`src/rtl/core/rpcc_pkg.sv`:
```
// Shared types, constants and helpers for the box region centroid block.
package rpcc_pkg;
    localparam int unsigned MaxFramePoints = 1048575;
    localparam int unsigned CountW = 20;
    localparam logic [CountW-1:0] CountCap =
        (MaxFramePoints < 1048575) ? CountW'(MaxFramePoints) : 20'hFFFFF;

    localparam logic [2:0] RegRowX = 3'd0;
    localparam logic [2:0] RegRowY = 3'd1;
    localparam logic [2:0] RegRowZ = 3'd2;
    localparam logic [2:0] RegBoxX = 3'd3;
    localparam logic [2:0] RegBoxY = 3'd4;
    localparam logic [2:0] RegBoxZ = 3'd5;
    localparam logic [2:0] RegThr  = 3'd6;

    localparam logic KindPoint   = 1'b0;
    localparam logic KindSummary = 1'b1;

    typedef struct packed {
        logic signed [19:0] point_x;
        logic signed [19:0] point_y;
        logic signed [19:0] point_z;
        logic               point_valid;
        logic               frame_end;
    } t_in_word;

    typedef struct packed {
        logic               result_kind;
        logic signed [19:0] out_x;
        logic signed [19:0] out_y;
        logic signed [19:0] out_z;
        logic               detected;
        logic [19:0]        region_count;
        logic               last;
    } t_out_word;

    // Front to back: one classified point.
    typedef struct packed {
        logic               in_box;
        logic               frame_end;
        logic signed [19:0] tx;
        logic signed [19:0] ty;
        logic signed [19:0] tz;
    } t_cls_word;

    function automatic logic signed [19:0] sat20(input logic signed [41:0] v);
        if (v > 42'sd524287) return 20'sd524287;
        if (v < -42'sd524288) return -20'sd524288;
        return v[19:0];
    endfunction
endpackage

```
`src/rtl/core/rpcc_queue.sv`:
```
// Four-entry queue between front and back.
module rpcc_queue (
    input  logic                i_clk,
    input  logic                i_rst_n,
    input  logic                i_valid,
    input  rpcc_pkg::t_cls_word i_word,
    output logic                o_ready,
    output logic                o_valid,
    output rpcc_pkg::t_cls_word o_word,
    input  logic                i_ready
);
    rpcc_pkg::t_cls_word r_mem [4];
    logic [1:0] r_wp, r_rp;
    logic [2:0] r_cnt;
    logic push, pop;

    assign o_ready = r_cnt != 3'd4;
    assign o_valid = r_cnt != 3'd0;
    assign o_word = r_mem[r_rp];
    assign push = i_valid && o_ready;
    assign pop = o_valid && i_ready;

    always_ff @(posedge i_clk) begin
        if (push) r_mem[r_wp] <= i_word;
        if (!i_rst_n) begin
            r_wp <= '0;
            r_rp <= '0;
            r_cnt <= '0;
        end else begin
            if (push) r_wp <= r_wp + 2'd1;
            if (pop) r_rp <= r_rp + 2'd1;
            r_cnt <= r_cnt + 3'(push) - 3'(pop);
        end
    end
endmodule

```
`config.mk`:
```
export PLATFORM = sky130hd
export DESIGN_NAME = rpcc_queue
export DESIGN_NICKNAME = d
export VERILOG_FILES = /design/src/rtl/core/rpcc_pkg.sv /design/src/rtl/core/rpcc_queue.sv
export SDC_FILE = /design/constraint.sdc
export NUM_CORES = 1
export LEC_CHECK = 0
export ABC_CLOCK_PERIOD_IN_PS = 6300
export BUFFER_PORTS_ARGS = -buffer_cell sky130_fd_sc_hd__buf_2
export CAP_MARGIN = 15
export CORE_MARGIN = 10
export CORE_UTILIZATION = 50
export DETAILED_ROUTE_END_ITERATION = 10
export PLACE_DENSITY = 0.73
export SLEW_MARGIN = 20
export SYNTH_ARGS = -nofsm -noshare
export SYNTH_HDL_FRONTEND = slang
export SYNTH_SLANG_ARGS = --single-unit
```
`constraint.sdc`:
```
create_clock -name i_clk -period 6.3 [get_ports i_clk]
set_input_delay 0.315 -clock i_clk [delete_from_list [all_inputs] [get_ports i_clk]]
set_output_delay 0.315 -clock i_clk [all_outputs]
set_load 0.02 [all_outputs]
```
==> summary.md <==
| Metric | Value |
|---|---|
| Vias in the first global route | 5016 |
| Pleak | 3.87 nW |
| Synth warn | 0 |
| Reg2Reg Capture Point | r_cnt[2] |
| P&R area growth vs syn | 20.6% |
| Period utilization | 0.488 |
| CTS Sinks | 257 |
| Syn nets | between 400 and 500 |
| Max_slew headroom | 0.358 |
| Largest net degree at the start of global routing | 63 |
| Die X | 158 um |
| Cell Pwr Density | 405 nW/um^2 |
| IO Count | 130 |
| All-Layer GR Usage | 0.141 |
| Post-synth top area share | 0.785 |
| Die H | around 160 um |
| HP Class | input port to register |
| R2R cell count | 11 |
| Post-CTS Resized | 0 |
| Critical path class | register to output port |
| Global-route wire length before repair | 27.3 mm |
| Flop2flop setup slack | 3.77 ns |
| HPWL Detailed | ~9.9 mm |
| Outcome | complete, no violations |
| Slew Limit Fails | 0 |
| Post-synth EDFFs | 248 |
| Clk_lat worst skew | 0.53 ns |
| TritonCTS clock tree | done |
| Critical Path AT | 2.76 ns |
| CTS Buffer Depth | 3 |
| Slew @ Worst Pin | slightly below 1 ns |
| F_max | 325 MHz |
| Ys async rst share | 0 |
| Die area | 24900 sq um |
| Placed Area | 10300 sq um |
| Via count | 4380 |
| Initial DRT Pass Iterations | 7 |
| Input/output buffers | around 130 |
| Min Tclk post-route | 3.07 ns |
| Crit-path max FO | 34 |
| Clock Skew | 0.0219 ns |
| Worst hold start | i_word[46] |
| WL/cell | 21.4 um |
| H-tree levels | 1 |
| Fin nets | between 600 and 700 |
| Max IR drop VDD | 285 uV |
| Post-route ant nets | 0 |
| Initial DRC Count | 198 |
| Synth Register Bits | about 260 |
| Hold Vio Cnt, Final | 0 |
| Post-route DRC | 0 |
| Synth unique cells | 21 |
| Share of layout cells above drive strength 1 | 0.405 |
| Setup crit start kind | register |
| Ys flop type | edfxtp_1 |
| Worst R2R Start | r_cnt[1] |
| Core area | between 15000 and 20000 sq um |
| Setup violators final | 0 |
| Top cell type by total area after synthesis | edfxtp_1 |
| Num rows | 50 |
| Via/cell ratio | 5.43 |
| Syn avg cell area | 25.5 sq um |
| Initial antenna violation count | 1 |
| TritonCTS Buffers | 26 |
| Setup TNS | 0 ns |
| Final WL | approximately 17 mm |
| Finished Cell Area | 11400 sq um |
| Post-CTS Setup Bufs | 0 |
| Hold Path Stages | 1 |
| RSZ-0062 raised after global routing | no |
| Data required, critical path | 5.98 ns |
| Placer Congestion | 0.710 |
| Worst-path clk slew | 0.06 ns |
| Post-Syn Instances | 372 |
| Initial Util | 0.507 |
| Clk root buf | clkbuf_16 |
| Hold Path End | r_mem[0][46] |
| Sequential-to-total area share from yosys stat | 0.804 |
| Synth top area cells | edfxtp_1, mux4_2, dfxtp_1, buf_12, ha_1 |
| Gr ovfl total | 0 |
| CP endpoint kind | output port |
| Mapped Area | approximately 9500 sq um |
| Max Cap Viol | 0 |
-- cell usage in the layout, fill, tap and decap left out, types with 2 or more instances in the layout --
cell,Yosys,layout
and2_1,7,3
and2_4,0,4
buf_2,6,129
clkbuf_1,2,6
clkbuf_16,0,26
clkinv_1,0,6
clkinv_2,0,5
dfxtp_1,9,7
dfxtp_4,0,2
dlygate4sd3_1,0,38
edfxtp_1,248,248
ha_1,6,6
inv_1,5,5
mux2i_1,2,2
mux4_1,2,2
mux4_2,60,60
nand2_1,5,5
nor2b_1,3,3
xnor2_1,4,4
-- worst max path at each step --
stage | start | endpoint | slack, ns | cells after the start
3_5_place_dp | register | o_word[58] | 3.64 | 3
6_report | register | o_word[58] | 3.23 | 3
2_1_floorplan | r_cnt[1] | r_mem[0][0] | 3.59 | 3
5_1_grt | register | o_word[58] | 2.97 | 3
3_3_place_gp | register | o_word[58] | 3.66 | 3
4_1_cts | register | o_word[58] | 3.10 | 3
-- worst max-delay path, stage by stage, from the launching register on --
cell,delay (ns)
dfxtp_4,0.79
buf_4,0.61
mux4_1,0.63
buf_2,0.18
-- cell usage after synthesis (2+ instances only) --
library cell / count
edfxtp_1: 248
mux4_2: 60
dfxtp_1: 9
nand2_1: 5
clkbuf_1: 2
nor2b_1: 3
inv_1: 5
and2_1: 7
mux4_1: 2
mux2i_1: 2
xnor2_1: 4
ha_1: 6
buf_2: 6
buf_12: 6
-- through the flow --
step           total power, W  std cells   util  hold WS [ns]  worst slack, ns
2_1_floorplan         0.00300        372      -         0.414             3.59
3_3_place_gp          0.00326        721  0.550         0.474             3.66
3_5_place_dp          0.00329        721  0.550         0.507             3.64
4_1_cts               0.00470        805  0.612      0.000344             3.10
5_1_grt               0.00485        805  0.612       0.00190             2.97
6_report              0.00463        806  0.612        0.0217             3.23
-- metal layers --
metal  global-route usage  vias to the layer above  share of wire  wire (um)
li1                     -                     1941              -          -
met1                0.176                     2280           0.40       6940
met2                0.240                      134           0.51       8800
met3               0.0361                       25          0.070       1210
met4               0.0392                        0          0.016        284
met5                    0                        -              0          0
-- where the power goes --
group          internal (W)  switching (W)  total (W)  leakage (nW)
Clock              0.000797       0.000599    0.00140         0.378
Combinational      0.000463       0.000573    0.00104          1.14
Sequential          0.00208       0.000127    0.00220          2.35
Total               0.00334        0.00130    0.00463          3.87
-- layout make-up --
cell class / instances / area, sq um
Tap cell: 234 / 293
Inverter: 5 / 18.8
Multi-Input combinational cell: 95 / 1680
Sequential cell: 257 / 7630
Timing Repair Buffer: 168 / 1030
Clock buffer: 32 / 673
Clock inverter: 14 / 101
Fill cell: 1290 / 7260
Antenna cell: 1 / 2.50
-- logic make-up (layout without fill, tap and decap cells) --
logic type | count (synthesis) | in the layout | synth area share
DFF | 257 | 257 | 0.804
muxes | 64 | 64 | 0.150
and+or+nand+nor | 17 | 17 | 0.00963
other | 0 | 1 | 0
buffers and inverters | 20 | 219 | 0.0198
AOI/OAI and AO/OA | 3 | 3 | 0.00303
xor gates and xnor gates | 4 | 4 | 0.00369
adders and majority gates | 7 | 7 | 0.0100
-- flip-flops by register name, summed over array words and instances, names as in the netlist, named ones only --
signal  count
r_rp        2
r_wp        2
r_cnt       3
r_mem     248
-- repair_timing --
action | CTS | global route
hold endpoints to repair | 145 | 0
setup endpoints to repair | 0 | 0
hold buffers | 38 | 0
No activity file was read; power rests on OpenSTA's default activity.
