File: src/rtl/core/rpcc_pkg.sv
// Shared types, constants and helpers for the box region centroid block.
package rpcc_pkg;
    localparam int unsigned MaxFramePoints = 1048575;
    localparam int unsigned CountW = 20;
    localparam logic [CountW-1:0] CountCap =
        (MaxFramePoints < 1048575) ? CountW'(MaxFramePoints) : 20'hFFFFF;

    localparam logic [2:0] RegRowX = 3'd0;
    localparam logic [2:0] RegRowY = 3'd1;
    localparam logic [2:0] RegRowZ = 3'd2;
    localparam logic [2:0] RegBoxX = 3'd3;
    localparam logic [2:0] RegBoxY = 3'd4;
    localparam logic [2:0] RegBoxZ = 3'd5;
    localparam logic [2:0] RegThr  = 3'd6;

    localparam logic KindPoint   = 1'b0;
    localparam logic KindSummary = 1'b1;

    typedef struct packed {
        logic signed [19:0] point_x;
        logic signed [19:0] point_y;
        logic signed [19:0] point_z;
        logic               point_valid;
        logic               frame_end;
    } t_in_word;

    typedef struct packed {
        logic               result_kind;
        logic signed [19:0] out_x;
        logic signed [19:0] out_y;
        logic signed [19:0] out_z;
        logic               detected;
        logic [19:0]        region_count;
        logic               last;
    } t_out_word;

    // Front to back: one classified point.
    typedef struct packed {
        logic               in_box;
        logic               frame_end;
        logic signed [19:0] tx;
        logic signed [19:0] ty;
        logic signed [19:0] tz;
    } t_cls_word;

    function automatic logic signed [19:0] sat20(input logic signed [41:0] v);
        if (v > 42'sd524287) return 20'sd524287;
        if (v < -42'sd524288) return -20'sd524288;
        return v[19:0];
    endfunction
endpackage

File: src/rtl/core/rpcc_if.sv
// Valid/ready channel carrying one word of type t.
interface rpcc_if #(parameter type t = logic) ();
    logic valid;
    logic ready;
    t     data;
    modport source (output valid, output data, input ready);
    modport sink (input valid, input data, output ready);
endinterface

File: src/rtl/core/rpcc_div.sv
// Restoring divider: 40-bit magnitude by 20-bit count, one bit a cycle.
module rpcc_div (
    input  logic        i_clk,
    input  logic        i_rst_n,
    input  logic        i_start,
    input  logic [39:0] i_num,
    input  logic [19:0] i_den,
    output logic        o_busy,
    output logic [39:0] o_quo
);
    logic [5:0]  r_cnt;
    logic [39:0] r_q;
    logic [20:0] r_rem;
    logic [19:0] r_den;
    logic [20:0] sh;
    logic [21:0] diff;

    assign o_busy = r_cnt != 6'd0;
    assign o_quo = r_q;
    assign sh = {r_rem[19:0], r_q[39]};
    assign diff = {1'b0, sh} - {2'b0, r_den};

    always_ff @(posedge i_clk) begin
        if (!i_rst_n) begin
            r_cnt <= '0;
        end else if (i_start) begin
            r_cnt <= 6'd40;
            r_q <= i_num;
            r_rem <= '0;
            r_den <= i_den;
        end else if (o_busy) begin
            r_cnt <= r_cnt - 6'd1;
            if (!diff[21]) begin
                r_rem <= diff[20:0];
                r_q <= {r_q[38:0], 1'b1};
            end else begin
                r_rem <= sh;
                r_q <= {r_q[38:0], 1'b0};
            end
        end
    end
endmodule

File: src/rtl/core/rpcc_back.sv
// Back: accumulate, emit point words, compute the frame summary.
module rpcc_back (
    input  logic                i_clk,
    input  logic                i_rst_n,
    input  logic [19:0]         i_thr,
    input  logic                i_valid,
    input  rpcc_pkg::t_cls_word i_word,
    output logic                o_ready,
    rpcc_if.source              m_out
);
    typedef enum logic [2:0] {S_RUN, S_DIV, S_WAIT, S_SUM} t_state;
    t_state r_state;
    logic [19:0] r_cnt;
    logic signed [39:0] r_sum [3];
    logic signed [19:0] r_cen [3];
    logic [1:0] r_axis;
    logic r_det;
    logic r_ov;
    rpcc_pkg::t_out_word r_out;
    logic div_start, div_busy;
    logic [39:0] div_quo, div_num;
    logic signed [39:0] cur;
    logic take, out_free, pt_emit, set_ov;
    logic [19:0] n_cnt;
    logic signed [39:0] n_sum [3];
    logic signed [41:0] quo_s;

    assign m_out.valid = r_ov;
    assign m_out.data = r_out;
    assign out_free = !r_ov || m_out.ready;
    assign take = (r_state == S_RUN) && i_valid && out_free;
    assign o_ready = (r_state == S_RUN) && out_free;
    assign set_ov = (take && pt_emit) || ((r_state == S_SUM) && out_free);
    assign cur = r_sum[r_axis];
    assign div_num = cur[39] ? 40'(-cur) : cur;
    assign div_start = (r_state == S_DIV) && !div_busy;

    rpcc_div u_div (
        .i_clk(i_clk), .i_rst_n(i_rst_n), .i_start(div_start),
        .i_num(div_num), .i_den(r_cnt), .o_busy(div_busy), .o_quo(div_quo)
    );

    assign quo_s = cur[39] ? -42'($signed({1'b0, div_quo})) : 42'($signed({1'b0, div_quo}));

    always_comb begin
        pt_emit = i_word.in_box;
        n_cnt = r_cnt;
        n_sum = r_sum;
        if (i_word.in_box && r_cnt < rpcc_pkg::CountCap) begin
            n_cnt = r_cnt + 20'd1;
            n_sum[0] = r_sum[0] + 40'(i_word.tx);
            n_sum[1] = r_sum[1] + 40'(i_word.ty);
            n_sum[2] = r_sum[2] + 40'(i_word.tz);
        end
    end

    always_ff @(posedge i_clk) begin
        if (!i_rst_n) begin
            r_state <= S_RUN;
            r_ov <= 1'b0;
            r_cnt <= '0;
            r_sum <= '{default: '0};
        end else begin
            if (set_ov) r_ov <= 1'b1;
            else if (m_out.ready) r_ov <= 1'b0;
            unique case (r_state)
                S_RUN: if (take) begin
                    r_cnt <= n_cnt;
                    r_sum <= n_sum;
                    if (pt_emit) begin
                        r_out <= '{result_kind: rpcc_pkg::KindPoint,
                            out_x: i_word.tx, out_y: i_word.ty, out_z: i_word.tz,
                            detected: 1'b0, region_count: '0,
                            last: !i_word.frame_end};
                    end
                    if (i_word.frame_end) begin
                        r_axis <= '0;
                        r_det <= n_cnt > i_thr;
                        r_cen <= '{default: '0};
                        r_state <= (n_cnt > i_thr) ? S_DIV : S_SUM;
                    end
                end
                S_DIV: r_state <= S_WAIT;
                S_WAIT: if (!div_busy) begin
                    r_cen[r_axis] <= rpcc_pkg::sat20(quo_s);
                    if (r_axis == 2'd2) r_state <= S_SUM;
                    else begin
                        r_axis <= r_axis + 2'd1;
                        r_state <= S_DIV;
                    end
                end
                S_SUM: if (out_free) begin
                    r_out <= '{result_kind: rpcc_pkg::KindSummary,
                        out_x: r_cen[0], out_y: r_cen[1], out_z: r_cen[2],
                        detected: r_det, region_count: r_cnt, last: 1'b1};
                    r_cnt <= '0;
                    r_sum <= '{default: '0};
                    r_state <= S_RUN;
                end
                default: r_state <= S_RUN;
            endcase
        end
    end
endmodule

File: src/flat_wrapper.sv
// flat-port wrapper written by rule: the top's interface ports become plain ports
module rpcc_back_flat 
  (i_clk, i_rst_n, i_thr, i_valid, i_word, o_ready, m_out_valid, m_out_data, m_out_ready);
  rpcc_if m_out_i ();
  input  logic i_clk;
  input  logic i_rst_n;
  input  logic [19:0] i_thr;
  input  logic i_valid;
  input  rpcc_pkg::t_cls_word i_word;
  output logic o_ready;
  output wire logic [$bits(m_out_i.valid)-1:0] m_out_valid;
  output wire logic [$bits(m_out_i.data)-1:0] m_out_data;
  input wire logic [$bits(m_out_i.ready)-1:0] m_out_ready;
  assign m_out_valid = m_out_i.valid;
  assign m_out_data = m_out_i.data;
  assign m_out_i.ready = m_out_ready;
  rpcc_back u_core (.i_clk(i_clk), .i_rst_n(i_rst_n), .i_thr(i_thr), .i_valid(i_valid), .i_word(i_word), .o_ready(o_ready), .m_out(m_out_i));
endmodule
File: config.mk
export PLATFORM = sky130hd
export DESIGN_NAME = rpcc_back_flat
export DESIGN_NICKNAME = d
export VERILOG_FILES = /design/src/rtl/core/rpcc_pkg.sv /design/src/rtl/core/rpcc_if.sv /design/src/rtl/core/rpcc_div.sv /design/src/rtl/core/rpcc_back.sv /design/src/flat_wrapper.sv
export SDC_FILE = /design/constraint.sdc
export NUM_CORES = 1
export LEC_CHECK = 0
export BUFFER_PORTS_ARGS = -buffer_cell sky130_fd_sc_hd__buf_4
export CAP_MARGIN = 20
export CORE_MARGIN = 3
export CORE_UTILIZATION = 28
export DETAILED_ROUTE_END_ITERATION = 10
export PLACE_DENSITY = 0.56
export SKIP_CTS_REPAIR_TIMING = 1
export SLEW_MARGIN = 20
export SYNTH_ARGS = -nofsm -noshare
export SYNTH_HDL_FRONTEND = slang
export SYNTH_SLANG_ARGS = --single-unit
File: constraint.sdc
create_clock -name i_clk -period 3.4 [get_ports i_clk]
set_input_delay 0.68 -clock i_clk [delete_from_list [all_inputs] [get_ports i_clk]]
set_output_delay 0.68 -clock i_clk [all_outputs]
set_load 0.02 [all_outputs]
==> flow_metrics.tcl <==
set metrics [dict create \
    crit_buf_inv 1 \
    hold_depth 1 \
    worstPathCellList "ha_4 -> nand3_2 -> or4_4 -> buf_6 -> o211a_1 -> xor2_1 -> ha_1 -> nand4_1 -> or4_4 -> a21oi_4 -> nor4b_4 -> o211a_1" \
    final_area_mm2 0.00340 \
    fin_skew_ns 0.00725 \
    r2r_end "u_core.r_state[1]$_SDFFE_PN0P_" \
    hp-class "register to register" \
    finalCriticalPeriod_ns 3.31 \
    reg2reg_from "u_core.r_cnt[1]$_SDFFE_PN0P_" \
    seq_power_share_pct 39.2 \
    cp_num_cells 12 \
    wirelength_mm 6.62 \
    synth.top_cell.area_share_pct 22.6 \
    layoutNonFillerInstCount 502 \
    yosysMostFrequentCell "nand2_1" \
    endpoint_kind "register" \
    synth.cell_area_mm2 0.00257 \
    p_comb_share_pct 28.7 \
    fmax_ghz 0.302 \
    finalCritPeriodShare_pct 97.4 \
    final-seq-area_um2 673 \
    slew_headroom_pct 47.8 \
    rows 34 \
    reg2reg_setup_slack_ns 0.09 \
    fp.dieH_um 102 \
    ys_seq_elements 32 \
    synth_cell_type_count 55 \
    async_flop_share_pct 0 \
    p_sw_share_pct 32.6 \
    peakVddDrop_mv 0.214 \
    tightest_slew_ns 0.783 \
    place_hpwl_mm 5.12 \
    grt_pass1_wl_mm 11.4 \
    grt_max_degree 21 \
    hold_path_end "u_core.r_axis[0]$_SDFFCE_PN0P_" \
    fillers 916 \
    drt_iter0_drc 108 \
    num_io_pins 89 \
    critical_path_class "register to register" \
    finalHoldViolations 0 \
    cp_top_family "simple AND/OR/NAND/NOR gates" \
    cts_sinks 32 \
    power.density_mw_per_mm2 345 \
    die_width_um 102 \
    clkTransAtPathRegs_ns 0.08 \
    reg2reg_depth 12 \
    initial_core_util_pct 29.2 \
    grt_pass1_vias 2465 \
    synthTopCellsByArea "dfxtp_1 (23%), ha_1 (12%), nand2_1 (4.5%)" \
    synth_edf_count 3 \
    clockRootBuffer "clkbuf_8" \
    dpl-instance-area_mm2 0.00320 \
    cpMaxStageDelayCell "or4_4" \
    setup_viol 0 \
    synthesis.area_per_instance_um2 7.92 \
    yosysWarnings 0 \
    slew_viol_final 0 \
    yosysSeqAreaShare_pct 26.1 \
    h-tree-depth 2 \
    cts_tree "built" \
    gp_congestion 0.848 \
    wl_per_cell_um 13.2 \
    cts_buffers 5 \
    nets 503 \
    cp-startpoint "u_core.r_cnt[1]$_SDFFE_PN0P_" \
    drive_above_1_share_pct 27.4 \
    vias 2552 \
    hp-start "u_core.r_axis[0]$_SDFFCE_PN0P_" \
    drc 0 \
    fp.dieArea_mm2 0.0104 \
    clockBufferDepth 2 \
    antenna_found_initial 0 \
    total_power_mw 1.17 \
    area_growth_pct 32.2 \
    path_max_fanout 4 \
    clockPowerShare_pct 32.0 \
    synth_common_cells "nand2_1 (31), dfxtp_1 (29), inv_1 (27), ha_1 (24), a21oi_1 (21)" \
    portBuffers 28 \
    grt_usage_pct 13.7 \
    insertion_delay_ns 0.29 \
    critical_path_required_ns 3.59 \
    arrival_ns 3.50 \
    dr.pass1.iters 4 \
    critPathLaunchType "register" \
    power.static_leakage_nw 1.53 \
    antenna_cells 0 \
    slowest_delay_ns 0.60 \
    outcome "completed" \
    synth_nets 435 \
    via_per_inst 5.08 \
    core_mm2 0.00881 \
    synth_top_cell_by_area "dfxtp_1" \
    placed_cells_incl_taps 492 \
    antenna_left 0 \
    p_int_mw 0.791 \
    syn_inst 325 \
    drv_cap 0 \
    gr-total-overflow 0 \
    synthFlopType "dfxtp_1" \
    multi_input_area_mm2 0.00179 \
    p_sw_mw 0.382 \
]
==> state kept, by name, summed over array words and instances, names as in the netlist <==
signal              flops
u_core.u_div.r_cnt      6
u_core.r_cnt           20
u_core.r_state          2
u_core.m_out.valid      1
u_core.r_axis           2
u_core.m_out.data       1
==> worst max-delay path by stage <==
stage,to,slack (ns)
after floorplan,u_core.r_state[1]$_SDFFE_PN0P_,0.17
after global placement,u_core.r_state[1]$_SDFFE_PN0P_,-0.33
after detailed placement,u_core.r_state[1]$_SDFFE_PN0P_,-0.32
after CTS,u_core.r_state[1]$_SDFFE_PN0P_,-0.09
after global routing,u_core.r_state[1]$_SDFFE_PN0P_,-0.008
final,u_core.r_state[1]$_SDFFE_PN0P_,0.09
==> area by class of cell <==
type / count / area share (%)
multi-input cells: 249 / 52.7
flip-flops and latches: 32 / 19.8
repair buffers: 78 / 17.3
well taps: 108 / 3.97
inverters: 27 / 2.98
clock buffers: 5 / 2.02
clock inverters: 3 / 1.25
==> routing by layer <==
metal | global-route usage (%) | vias up | wire length, um
met2 | 21.6 | 47 | 2950
met4 | 3.83 | 0 | 74
met5 | 0 | - | 0
met1 | 19.4 | 1191 | 3370
li1 | - | 1307 | -
met3 | 1.91 | 7 | 223
==> per-stage QoR <==
stage	TNS (ns)	setup WS, ns	hold slack (ns)	util (%)
3_3_place_gp	-0.328	-0.328	0.546	36.3
2_1_floorplan	0	0.172	0.471	-
5_1_grt	-0.00819	-0.00819	0.571	38.6
3_5_place_dp	-0.324	-0.324	0.551	36.3
6_report	0	0.0887	0.560	38.6
4_1_cts	-0.0874	-0.0874	0.562	37.6
==> placed cells by master, fill, tap and decap left out, types with 5 or more instances in the layout <==
cell,synthesis,routed
nand2_1,31,31
buf_4,0,77
nand3_1,17,16
a31oi_1,6,6
nand4_1,7,7
or3_1,5,5
xnor2_1,12,12
or4_1,7,5
nand2b_1,8,8
ha_1,24,23
o211ai_1,6,6
o21ai_0,11,11
dfxtp_1,29,27
a21oi_1,21,20
nor3_1,6,5
and3_1,8,8
nor2_1,13,13
inv_1,27,27
and2_1,7,7
clkbuf_8,0,5
xor2_1,8,8
==> power by group through the flow <==
stage,clock (mW),sequential (mW),combinational [mW]
finish,0.376,0.460,0.337
global route,0.399,0.469,0.387
CTS,0.389,0.459,0.339
detailed placement,0,0.467,0.338
global placement,0,0.466,0.328
floorplan,0,0.455,0.248
==> cells by family (layout without fill, tap and decap cells) <==
group	after synthesis	in the layout	share of synthesized area (%)
XOR/XNOR	21	21	7.44
AND/OR/NAND/NOR	128	128	27.8
buffers and inverters	44	113	7.05
adder cells (fa/ha/maj)	24	24	11.7
flip-flops	32	32	26.1
AO/OA/AOI/OAI	76	76	20.0
Note: power is estimated with default switching activity, not from simulation.
